## src/hdl/lagged_additive_random_generator_core_assert.svh

```systemverilog
// ----------------------------------------------------------------------------
// Assertion macros for the lagged additive random generator
// Clocked on clk and held off while rst_n is low.
// ----------------------------------------------------------------------------
`ifndef LAGGED_ADDITIVE_RANDOM_GENERATOR_CORE_ASSERT_SVH
`define LAGGED_ADDITIVE_RANDOM_GENERATOR_CORE_ASSERT_SVH

// A property that holds at every clock edge out of reset
`define LAGRG_ASSERT(label, prop, msg) \
  label: assert property (@(posedge clk) disable iff (!rst_n) (prop)) else $error(msg);

// A same-cycle implication
`define LAGRG_ASSERT_IMPL(label, ante, cons, msg) \
  label: assert property (@(posedge clk) disable iff (!rst_n) (ante) |-> (cons)) \
    else $error(msg);

// A next-cycle implication
`define LAGRG_ASSERT_NEXT(label, ante, cons, msg) \
  label: assert property (@(posedge clk) disable iff (!rst_n) (ante) |=> (cons)) \
    else $error(msg);

`endif

```

## src/hdl/lagrg_pkg.sv

```systemverilog
// ----------------------------------------------------------------------------
// lagrg_pkg
// Shared constants, types and the default lag table for the generator.
// ----------------------------------------------------------------------------
package lagrg_pkg;

  localparam int TableDepth = 17;
  localparam int IdxW       = $clog2(TableDepth);
  localparam int WordW      = 32;
  localparam int LagOffset  = 5;

  // seed fields: start index and silent step count
  localparam int SeedIdxMsb  = 3;
  localparam int SeedStepLsb = 8;
  localparam int SeedStepMsb = 12;
  localparam int StepCntW    = SeedStepMsb - SeedStepLsb + 1;

  typedef enum logic {
    CMD_PRODUCE = 1'b0,
    CMD_RESEED  = 1'b1
  } lagrg_cmd_t;

  // controller to datapath commands
  typedef struct packed {
    logic            fill_we;
    logic [IdxW-1:0] fill_addr;
    logic            seed_load;
    logic            rd_en;
    logic            step_en;
    logic            out_load;
  } lagrg_ctl_t;

  // default table contents loaded by every reseed
  function automatic logic [WordW-1:0] default_word(input int unsigned idx);
    logic [WordW-1:0] w;
    case (idx)
      0:       w = 32'd1571187604;
      1:       w = 32'd2130556662;
      2:       w = 32'd2075648113;
      3:       w = 32'd1384553414;
      4:       w = 32'd3758113950;
      5:       w = 32'd2350400989;
      6:       w = 32'd3768155391;
      7:       w = 32'd1438658665;
      8:       w = 32'd3424562190;
      9:       w = 32'd788898928;
      10:      w = 32'd107012447;
      11:      w = 32'd2497767687;
      12:      w = 32'd617416951;
      13:      w = 32'd3139554167;
      14:      w = 32'd2837196932;
      15:      w = 32'd224669655;
      16:      w = 32'd4159075602;
      default: w = '0;
    endcase
    return w;
  endfunction

endpackage

```

## src/hdl/lagrg_datapath.sv

```systemverilog
// ----------------------------------------------------------------------------
// lagrg_datapath
// Lag table memory, running sum, table index and output data register.
// ----------------------------------------------------------------------------
module lagrg_datapath #(
  parameter int TABLE_DEPTH = lagrg_pkg::TableDepth
) (
  input  logic                          clk,
  input  logic                          rst_n,
  input  lagrg_pkg::lagrg_ctl_t         ctl,
  input  logic [lagrg_pkg::WordW-1:0]   seed,
  output logic [lagrg_pkg::WordW-1:0]   random_value
);

`include "lagged_additive_random_generator_core_assert.svh"

  localparam int IDX_W = $clog2(TABLE_DEPTH);
  localparam int W     = lagrg_pkg::WordW;

  logic [W-1:0]     mem [TABLE_DEPTH];
  logic [W-1:0]     rd_a_r;
  logic [W-1:0]     rd_b_r;
  logic [W-1:0]     sum_r;
  logic [IDX_W-1:0] idx_r;
  logic [W-1:0]     out_data_r;

  logic [IDX_W-1:0] idx_i;
  logic [IDX_W:0]   j_raw;
  logic [IDX_W-1:0] idx_j;
  logic [IDX_W-1:0] idx_nxt;
  logic [W-1:0]     word;
  logic [W-1:0]     sum_nxt;
  logic             wr_en;
  logic [IDX_W-1:0] wr_addr;
  logic [W-1:0]     wr_data;

  // lag addresses: i guarded against out of range, j = (i + lag) mod depth
  always_comb begin
    idx_i = (idx_r >= IDX_W'(TABLE_DEPTH)) ? '0 : idx_r;
    j_raw = {1'b0, idx_i} + (IDX_W+1)'(lagrg_pkg::LagOffset);
    if (j_raw >= (IDX_W+1)'(TABLE_DEPTH)) begin
      j_raw = j_raw - (IDX_W+1)'(TABLE_DEPTH);
    end
    idx_j   = j_raw[IDX_W-1:0];
    idx_nxt = (idx_i == '0) ? IDX_W'(TABLE_DEPTH - 1) : idx_i - 1'b1;
  end

  // step arithmetic on the registered table reads
  assign word    = rd_a_r + rd_b_r;
  assign sum_nxt = sum_r + word;

  // table write port: default fill or step writeback
  assign wr_en   = ctl.fill_we | ctl.step_en;
  assign wr_addr = ctl.fill_we ? ctl.fill_addr : idx_i;
  assign wr_data = ctl.fill_we ? lagrg_pkg::default_word(32'(ctl.fill_addr)) : word;

  // lag table memory: one write, two registered reads
  always_ff @(posedge clk) begin
    if (wr_en) begin
      mem[wr_addr] <= wr_data;
    end
    if (ctl.rd_en) begin
      rd_a_r <= mem[idx_i];
      rd_b_r <= mem[idx_j];
    end
  end

  // running sum and index
  always_ff @(posedge clk) begin
    if (!rst_n) begin
      sum_r <= '0;
      idx_r <= '0;
    end else if (ctl.seed_load) begin
      sum_r <= W'(0) - seed;
      idx_r <= IDX_W'(seed[lagrg_pkg::SeedIdxMsb:0]);
    end else if (ctl.step_en) begin
      sum_r <= sum_nxt;
      idx_r <= idx_nxt;
    end
  end

  // output data
  always_ff @(posedge clk) begin
    if (ctl.out_load) begin
      out_data_r <= sum_nxt;
    end
  end

  assign random_value = out_data_r;

  `LAGRG_ASSERT(a_idx_range, idx_r < IDX_W'(TABLE_DEPTH), "table index out of range")
  `LAGRG_ASSERT_NEXT(a_step_moves_idx, ctl.step_en && !ctl.seed_load,
                     idx_r != $past(idx_r), "step did not advance the index")

endmodule

```

## src/hdl/lagrg_ctrl.sv

```systemverilog
// ----------------------------------------------------------------------------
// lagrg_ctrl
// Sequencer: input and output handshakes, default fill sweep, step count.
// ----------------------------------------------------------------------------
module lagrg_ctrl #(
  parameter int TABLE_DEPTH = lagrg_pkg::TableDepth
) (
  input  logic                         clk,
  input  logic                         rst_n,
  input  logic                         in_valid,
  output logic                         in_ready,
  input  logic                         in_command,
  input  logic [lagrg_pkg::WordW-1:0]  in_seed,
  output logic                         out_valid,
  input  logic                         out_ready,
  output lagrg_pkg::lagrg_ctl_t        ctl
);

`include "lagged_additive_random_generator_core_assert.svh"

  localparam int IDX_W = $clog2(TABLE_DEPTH);
  localparam int CNT_W = lagrg_pkg::StepCntW;

  typedef enum logic [1:0] {
    ST_IDLE,
    ST_FILL,
    ST_READ,
    ST_STEP
  } state_t;

  state_t           state_r;
  logic [IDX_W-1:0] fill_cnt_r;
  logic [CNT_W-1:0] steps_left_r;
  logic             emit_r;
  logic             out_valid_r;

  logic in_xfer;
  logic is_reseed;
  logic out_free;
  logic out_valid_nxt;

  assign in_ready  = (state_r == ST_IDLE);
  assign in_xfer   = in_valid & in_ready;
  assign is_reseed = (in_command == lagrg_pkg::CMD_RESEED);
  assign out_free  = !out_valid_r || out_ready;
  assign out_valid = out_valid_r;

  // datapath commands
  always_comb begin
    ctl.fill_we   = (state_r == ST_FILL);
    ctl.fill_addr = fill_cnt_r;
    ctl.seed_load = in_xfer && is_reseed;
    ctl.rd_en     = (state_r == ST_READ);
    ctl.step_en   = (state_r == ST_STEP) && (!emit_r || out_free);
    ctl.out_load  = (state_r == ST_STEP) && emit_r && out_free;
  end

  // result valid: set by a new result, cleared by an output transfer
  assign out_valid_nxt = ctl.out_load | (out_valid_r & ~out_ready);

  // state and registered outputs; reset runs a reseed with seed zero
  always_ff @(posedge clk) begin
    if (!rst_n) begin
      state_r      <= ST_FILL;
      fill_cnt_r   <= '0;
      steps_left_r <= '0;
      emit_r       <= 1'b0;
      out_valid_r  <= 1'b0;
    end else begin
      out_valid_r <= out_valid_nxt;
      case (state_r)
        ST_IDLE: begin
          if (in_xfer) begin
            if (is_reseed) begin
              fill_cnt_r   <= '0;
              steps_left_r <= in_seed[lagrg_pkg::SeedStepMsb:lagrg_pkg::SeedStepLsb];
              emit_r       <= 1'b0;
              state_r      <= ST_FILL;
            end else begin
              emit_r  <= 1'b1;
              state_r <= ST_READ;
            end
          end
        end
        ST_FILL: begin
          if (fill_cnt_r == IDX_W'(TABLE_DEPTH - 1)) begin
            state_r <= ST_READ;
          end else begin
            fill_cnt_r <= fill_cnt_r + 1'b1;
          end
        end
        ST_READ: begin
          state_r <= ST_STEP;
        end
        ST_STEP: begin
          if (emit_r) begin
            if (out_free) begin
              state_r <= ST_IDLE;
            end
          end else if (steps_left_r == '0) begin
            state_r <= ST_IDLE;
          end else begin
            steps_left_r <= steps_left_r - 1'b1;
            state_r      <= ST_READ;
          end
        end
        default: begin
          state_r <= ST_IDLE;
        end
      endcase
    end
  end

  `LAGRG_ASSERT_IMPL(a_no_overwrite, ctl.out_load, !out_valid_r || out_ready,
                     "pending result overwritten")
  `LAGRG_ASSERT_IMPL(a_one_writer, ctl.fill_we, !ctl.step_en,
                     "fill and step write the table together")
  `LAGRG_ASSERT_IMPL(a_rose_from_step, $rose(out_valid_r), $past(state_r) == ST_STEP,
                     "result appeared outside a produce step")

endmodule

```

## src/hdl/lagged_additive_random_generator_core.sv

```systemverilog
// ----------------------------------------------------------------------------
// lagged_additive_random_generator_core
// 32-bit additive lagged generator, 17-word table, lag 5, running sum output.
// ----------------------------------------------------------------------------
// A produce command first reads table[i] and table[(i+5) mod 17] from the
// lag table memory, then adds, writes back and updates the sum; that step
// waits while an earlier result is still unaccepted. The next item is taken
// once the step is done, while the result may still wait in the output
// register. A reseed sweeps the default words into the table through the
// single memory write port, then runs (seed[12:8]) + 1 silent steps (1 to
// 32), each a read and a write. After reset the same sequence runs with
// seed zero before in_ready rises.
module lagged_additive_random_generator_core #(
  parameter int TABLE_DEPTH = lagrg_pkg::TableDepth
) (
  input  logic                         clk,
  input  logic                         rst_n,
  input  logic                         in_valid,
  output logic                         in_ready,
  input  logic                         in_command,
  input  logic [lagrg_pkg::WordW-1:0]  in_seed,
  output logic                         out_valid,
  input  logic                         out_ready,
  output logic [lagrg_pkg::WordW-1:0]  out_random_value
);

  lagrg_pkg::lagrg_ctl_t ctl;

  // sequencer
  lagrg_ctrl #(
    .TABLE_DEPTH(TABLE_DEPTH)
  ) u_ctrl (
    .clk        (clk),
    .rst_n      (rst_n),
    .in_valid   (in_valid),
    .in_ready   (in_ready),
    .in_command (in_command),
    .in_seed    (in_seed),
    .out_valid  (out_valid),
    .out_ready  (out_ready),
    .ctl        (ctl)
  );

  // table, sum and output data
  lagrg_datapath #(
    .TABLE_DEPTH(TABLE_DEPTH)
  ) u_datapath (
    .clk          (clk),
    .rst_n        (rst_n),
    .ctl          (ctl),
    .seed         (in_seed),
    .random_value (out_random_value)
  );

endmodule

```

## config.mk

```make
export PLATFORM = sky130hd
export DESIGN_NAME = lagged_additive_random_generator_core
export DESIGN_NICKNAME = d
export VERILOG_FILES = /design/src/hdl/lagrg_pkg.sv /design/src/hdl/lagrg_datapath.sv /design/src/hdl/lagrg_ctrl.sv /design/src/hdl/lagged_additive_random_generator_core.sv
export VERILOG_INCLUDE_DIRS = /design/src /design/src/hdl
export SDC_FILE = /design/constraint.sdc
export NUM_CORES = 1
export LEC_CHECK = 0
export BUFFER_PORTS_ARGS = -buffer_cell sky130_fd_sc_hd__buf_4
export CAP_MARGIN = 20
export CORE_MARGIN = 2
export CORE_UTILIZATION = 46
export DETAILED_ROUTE_END_ITERATION = 7
export SYNTH_ARGS = -nofsm -noshare
export SYNTH_HDL_FRONTEND = slang
export SYNTH_SLANG_ARGS = --single-unit
export TNS_END_PERCENT = 50
```

## constraint.sdc

```tcl
create_clock -name clk -period 10.2 [get_ports clk]
set_input_delay 0.51 -clock clk [delete_from_list [all_inputs] [get_ports clk]]
set_output_delay 0.51 -clock clk [all_outputs]
set_load 0.005 [all_outputs]
```

# After elaboration in Yosys (flattened, before gate mapping)
# Memory sizes are Yosys's and may differ from the RTL's. A register that Yosys moved wholly into a read port is not among the register bits.
# Cells that the tools add are included.
[totals]
n_memories = 2
register_bits = 83
mem_bits_rw = 544
elab_cells = 87
rom_bits = 1024
out_inout_bits = 34
[memory_table]
columns = ["memory", "words", "word_bits", "rd", "rd_ports_with_merged_regs", "wr", "line", "rtl"]
rows = [
  ["(no name shown)", 32, 32, 1, 1, 0, "lagrg_pkg.sv:36", "case (idx)"],
  ["u_datapath.mem", 17, 32, 2, 2, 1, "lagrg_datapath.sv:20", "logic [W-1:0] mem [TABLE_DEPTH];"],
]
[op_classes]
n_lt_le_gt_ge = 2
addsub = 8
n_mux = 30
n_bitwise = 6
n_reduce_logical = 19
n_eq_ne = 11
[ops]
columns = ["op", "count"]
rows = [
  ["$mux W32", 3],
  ["$mux W5", 13],
  ["$add A32 B32 Y32", 2],
  ["$sub A1 B32 Y32 const A", 1],
  ["$pmux W5 S2", 2],
  ["$mux W2", 6],
  ["$ne A2 B2 Y1 const B", 6],
  ["$logic_not A5 Y1", 2],
  ["$sub A5 B1 Y5 const B", 2],
  ["$mux W4", 2],
  ["$pmux W2 S4", 1],
  ["$add A5 B3 Y6 const B", 1],
  ["$ge A6 B5 Y1 const B", 1],
  ["$reduce_bool A2 Y1", 3],
  ["$add A5 B1 Y5 const B", 1],
  ["$eq A5 B5 Y1 const B", 1],
  ["$ge A5 B5 Y1 const B", 1],
  ["$reduce_and A5 Y1", 1],
  ["$sub A5 B5 Y5 const B", 1],
  ["$eq A2 B2 Y1 const B", 2],
  ["$logic_and A1 B1 Y1", 4],
  ["$reduce_and A4 Y1", 1],
  ["$mux W1", 3],
  ["$ne A3 B3 Y1 const B", 1],
  ["10 further kinds", 15],
]

# Longest topological paths before layout
[logic_depth]
word_depth = 7
depth_mapped = 20
mapped_depth_nobuf = 20

# Hierarchy
# From an unflattened synthesis, not the netlist that was laid out.
[hier_totals]
hier_cells = 2959
hier_area_um2 = 35621.7
[by_module_without_submodules]
columns = ["module", "area_each_um2", "n_inst", "cells_per_inst"]
rows = [
  ["lagrg_datapath", 34792.1, 1, 2861],
  ["lagrg_ctrl", 829.5, 1, 98],
]

# Least setup slack after synthesis
# Ideal clock, no wire load.
[synth_path]
path_type = "flip-flop to flip-flop"
start = "reg u_datapath.rd_b_r[3], read port of u_datapath.mem"
end = "reg u_datapath.sum_r[31]"
stages_incl_launch_ff = 19
arrival_ps = 4282
path_slack_ps = 5814
setup_time_ps = 103
cell_sequence = "edfxtp_1 -> ha_1 -> and3_1 -> a2111o_1 -> o22a_1 -> a21boi_1 -> o21ai_1 -> a221oi_2 -> xnor2_1 -> ha_1 -> a21o_1 -> a211o_1 -> nor2b_1 -> a2bb2oi_1 -> and4_1 -> a221oi_1 -> xnor2_1 -> nor2_1 -> a2111oi_2"
[synth_via]
elab_chain_len = 4
[synth_lines]
columns = ["element", "line", "rtl"]
rows = [
  ["start, declared", "lagrg_datapath.sv:22", "logic [W-1:0] rd_b_r;"],
  ["$add A32 B32 Y32", "lagrg_datapath.sv:49", "assign word = rd_a_r + rd_b_r;"],
  ["$add A32 B32 Y32", "lagrg_datapath.sv:50", "assign sum_nxt = sum_r + word;"],
  ["via u_datapath.sum_nxt[31]", "lagrg_datapath.sv:32", "logic [W-1:0] sum_nxt;"],
  ["$mux W32", "lagrg_datapath.sv:76", "end else if (ctl.step_en) begin"],
  ["$mux W32", "lagrg_datapath.sv:73", "end else if (ctl.seed_load) begin"],
  ["end signal, assigned", "lagrg_datapath.sv:74", "sum_r <= W'(0) - seed;"],
  ["end signal, assigned", "lagrg_datapath.sv:77", "sum_r <= sum_nxt;"],
  ["end, declared", "lagrg_datapath.sv:23", "logic [W-1:0] sum_r;"],
]
# The timed path passes the listed nets, and every way through them passes these cells. The select of a mux whose other input is x is not followed.
# A chain may end at the register's enable or synchronous reset.

# Worst setup path after layout
[layout_path]
start = "reg u_datapath.rd_a_r[15], read port of u_datapath.mem"
end = "reg u_datapath.out_data_r[30] (netlist: u_datapath.random_value[30]) (data pin)"
[layout_via]
elab_chain_len = 2
[layout_lines]
columns = ["element", "line", "rtl"]
rows = [
  ["start, declared", "lagrg_datapath.sv:21", "logic [W-1:0] rd_a_r;"],
  ["$add A32 B32 Y32", "lagrg_datapath.sv:49", ""],
  ["$add A32 B32 Y32", "lagrg_datapath.sv:50", ""],
  ["via u_datapath.sum_nxt[30]", "lagrg_datapath.sv:32", ""],
  ["end signal, assigned", "lagrg_datapath.sv:85", "out_data_r <= sum_nxt;"],
  ["end, declared", "lagrg_datapath.sv:25", "logic [W-1:0] out_data_r;"],
]
# The timed path passes the listed nets, and every way through them passes these cells.

==> results by group <==
Run status
  • Status: finished, final reports clean

Clock tree
  • Resize count post-CTS: 0
  • H-tree depth: 3
  • TritonCTS Buffers: 78
  • Clk sink count: 723
  • CTS tree: built
  • CTS Root Cell: clkbuf_16
  • CTS clk-pin slew, worst paths: 60 ps
  • Clk buf depth: 3
  • Cts hold-fix bufs: 0
  • Clock latency on the worst-skew pair: 630 ps
  • Postcts setup bufs: 0

Detailed routing
  • Final ANT Viol Nets: 0
  • Final wirelength: 118000 µm
  • Mean routed wirelength per cell: 27.7 µm
  • DR DRC count: 0
  • Vias per inst: 6.51
  • Pre-antenna DRT Iters: 7
  • Iter 0 DRT Violations: 2985
  • Detailed-route via count: 27700

Synth
  • Post-synth EDFFs: 640
  • Ys Warns: 0
  • Synth Cell Area: 37100 µm²
  • Seq cells post-synth: 723
  • Synth Area per Inst: 11.8 µm²
  • Post-synth ARST share: 0%
  • Mapped Nets: 3267
  • Ys flop type: edfxtp_1
  • Library cells used by synthesis: 87
  • Synthesized instance count: 3149
  • Sequential cell area fraction in the yosys report: 56.2%

STA
  • Slew @ Worst Pin: 1140 ps
  • Final number of max-transition violations: 0
  • Period minus WS final: 5670 ps
  • Fmax: 176 MHz
  • Final hold viol count: 0
  • Unrepaired setup endpoints after global routing: no
  • Setup violators final: 0
  • Setup TNS Final: 0 ps
  • Slew margin rel.: 23.9%
  • Worst-case clock skew: 33.1 ps
  • Fin crit share: 55.6%

Power and ir drop
  • Leakage power: 14.4 nW
  • Total Power: 6.49 mW
  • Max IR drop VDD: 0.107 mV
  • Power per cell area: 157 nW/µm²

Worst setup path
  • Crit start category: flop
  • Critical Path Most Common Cell: a21oi_1
  • Crit path buf inv count: 0
  • Worst endpoint required time: 10560 ps
  • Crit path capture type: flop
  • Crit-path slowest cell: nor3b_1
  • Critical path class: flop to flop
  • R2r setup slk: 4530 ps
  • Worst path cell trace: ha_1 > nand2_1 > nor3b_1 > and3_1 > nand3_1 > o211a_1 > o31ai_1 > a21oi_1 > xnor2_1 > ha_1 > nand4_1 > nor3_1 > nand4_1 > a21oi_1 > nor2_1 > o211ai_1 > a21oi_1 > xnor2_1
  • Top Family by Delay on Critical Path: simple AND/OR/NAND/NOR gates
  • Arr. time, crit path: 6030 ps
  • Worst-path fanout max: 6
  • Max incr delay on CP: 650 ps

Floorplan
  • Die width: 288 µm
  • IO Pins: 71
  • Starting Density: 46.3%
  • Chip height: 288 µm
  • Die area: 83000 µm²
  • Number of placement rows: 104
  • Core Area: 80200 µm²

GRT
  • First-pass GRT wire length: 173000 µm
  • Grt ovf: 0
  • Largest net degree at the start of global routing: 171
  • Antenna violations before repair: 1
  • GRT Util Overall: 28.1%
  • Number of global-route vias before repair: 26800

Placed design
  • Dpl cells: 4104
  • IO Port Bufs: 70
  • GP Congestion: 0.924
  • DPL Wire Length: 69100 µm

Final layout
  • Share of layout cells above drive strength 1: 12.0%
  • Multi-input logic area: 15400 µm²
  • Commonest cells after routing, fill and taps aside: edfxtp_1, nand2_1, a211oi_1
  • Fillers: 6886
  • Commonest non-fill, non-tap cell in the layout: edfxtp_1
  • Layout Cells excl Fill: 4248
  • Nets@finish: 3247
  • Area grow syn2layout: 11.1%
  • Reg area: 20900 µm²
  • Ant. Diodes: 0

Worst hold path
  • Worst Hold Class: primary input to flop

Job
  • Max-Cap Viols: 0
==> area by class of cell <==
type | instances | area share (%)
Clock buffer | 99 | 5.16
Clock inverter | 40 | 0.822
Inverter | 32 | 0.294
Multi-Input combinational cell | 2162 | 37.4
Sequential cell | 723 | 50.6
Tap cell | 1060 | 3.22
Timing Repair Buffer | 132 | 2.50
==> path summary, 6_finish.rpt <==
check                                                       from                               endpoint  cells after the start
worst min-delay path                                    in_valid             u_ctrl.emit_r$_SDFFE_PN0P_                      3
worst min register to register  u_datapath.sum_r[0]$_SDFFE_PN0P_       u_datapath.sum_r[0]$_SDFFE_PN0P_                      2
worst max-delay path             u_datapath.rd_a_r[15]$_DFFE_PP_  u_datapath.random_value[30]$_DFFE_PP_                     18
worst max register to register   u_datapath.rd_a_r[15]$_DFFE_PP_  u_datapath.random_value[30]$_DFFE_PP_                     18
==> cell families after synthesis <==
| kind of cell | after synthesis | synth area share [%] |
|---|---|---|
| and+or+nand+nor | 901 | 11.3 |
| AOI/OAI and AO/OA | 883 | 16.9 |
| DFF | 723 | 56.2 |
| buffers and inverters | 264 | 2.91 |
| muxes | 208 | 7.81 |
| xor gates and xnor gates | 89 | 2.10 |
| adders and majority gates | 81 | 2.77 |
==> power breakdown <==
part	switching (mW)	total (mW)	internal, mW
clock	1.17	2.77	1.60
combinational	0.240	0.338	0.0976
sequential	0.0291	3.38	3.35
total	1.44	6.49	5.05
==> Yosys cell counts, types with 4 or more instances <==
| master | number | area, µm² |
|---|---|---|
| nor3_1 | 33 | 165 |
| inv_1 | 29 | 109 |
| a211oi_1 | 203 | 1520 |
| nor4_4 | 4 | 85.1 |
| a31oi_1 | 81 | 507 |
| clkbuf_1 | 153 | 574 |
| nand4_1 | 9 | 56.3 |
| mux2i_1 | 131 | 1310 |
| a22o_1 | 5 | 43.8 |
| or4_1 | 6 | 45.0 |
| o31ai_1 | 72 | 541 |
| o21ai_0 | 65 | 325 |
| or3_1 | 13 | 81.3 |
| o21a_1 | 12 | 90.1 |
| xor2_1 | 34 | 298 |
| nor3b_1 | 6 | 45.0 |
| mux2_2 | 13 | 146 |
| o22ai_1 | 35 | 219 |
| buf_1 | 15 | 56.3 |
| edfxtp_1 | 640 | 19200 |
| a2111oi_0 | 4 | 35.0 |
| a21o_1 | 31 | 233 |
| a221oi_1 | 10 | 87.6 |
| buf_2 | 61 | 305 |
| nand2_1 | 471 | 1770 |
| o21bai_1 | 10 | 75.1 |
| nor2_1 | 129 | 484 |
| a222oi_1 | 4 | 40.0 |
| dfxtp_1 | 83 | 1660 |
| a21oi_1 | 144 | 721 |
| nand3_1 | 31 | 155 |
| nor2b_1 | 11 | 68.8 |
| o21ai_1 | 5 | 25.0 |
| a22oi_1 | 14 | 105 |
| o211ai_1 | 7 | 52.6 |
| and3_1 | 11 | 68.8 |
| nand2b_1 | 16 | 100 |
| xnor2_1 | 55 | 482 |
| a311oi_1 | 69 | 604 |
| o221ai_1 | 68 | 596 |
| a32oi_1 | 5 | 43.8 |
| mux4_2 | 64 | 1440 |
| ha_1 | 79 | 988 |
| nor4_1 | 4 | 25.0 |
| and2_1 | 138 | 863 |
==> worst register-to-register path, cell delays in order (launching register included) <==
cell      delay, ps
edfxtp_1        470
ha_1            440
nand2_1         210
nor3b_1         650
and3_1          280
nand3_1         100
o211a_1         260
o31ai_1         300
a21oi_1         120
xnor2_1         490
ha_1            340
nand4_1         170
nor3_1          380
nand4_1         160
a21oi_1         390
nor2_1          160
o211ai_1        220
a21oi_1         110
xnor2_1         150
==> through the flow <==
stage / cell area [µm²] / hold slack [ps] / util [%] / worst slack, ps
after global routing: 41200 / 188 / 51.4 / 4370
after CTS: 41200 / 150 / 51.4 / 4650
after global placement: 38700 / 454 / 48.3 / 4720
after floorplan: 37100 / 436 / - / 5810
after detailed placement: 38700 / 463 / 48.3 / 4670
final: 41200 / 179 / 51.4 / 4530
==> layer usage <==
layer  vias up  part of all wire, %  track usage, %
met5         -                    0               0
met4         0                  4.0            11.9
met3       236                  8.2            3.92
met2      1385                   47            45.4
met1     13900                   41            38.0
li1      12200                    -               -
==> sequential cells by signal, summed over array words and instances (netlist names), named ones only <==
signal and count:
u_ctrl.emit_r 1, u_ctrl.steps_left_r 5, u_datapath.mem 544, u_ctrl.fill_cnt_r 5, u_datapath.random_value 32, u_datapath.rd_b_r 32
u_datapath.idx_r 5, u_ctrl.out_valid 1, u_ctrl.state_r 2, u_datapath.rd_a_r 32, u_datapath.sum_r 32
Note: power is estimated with default switching activity, not from simulation.
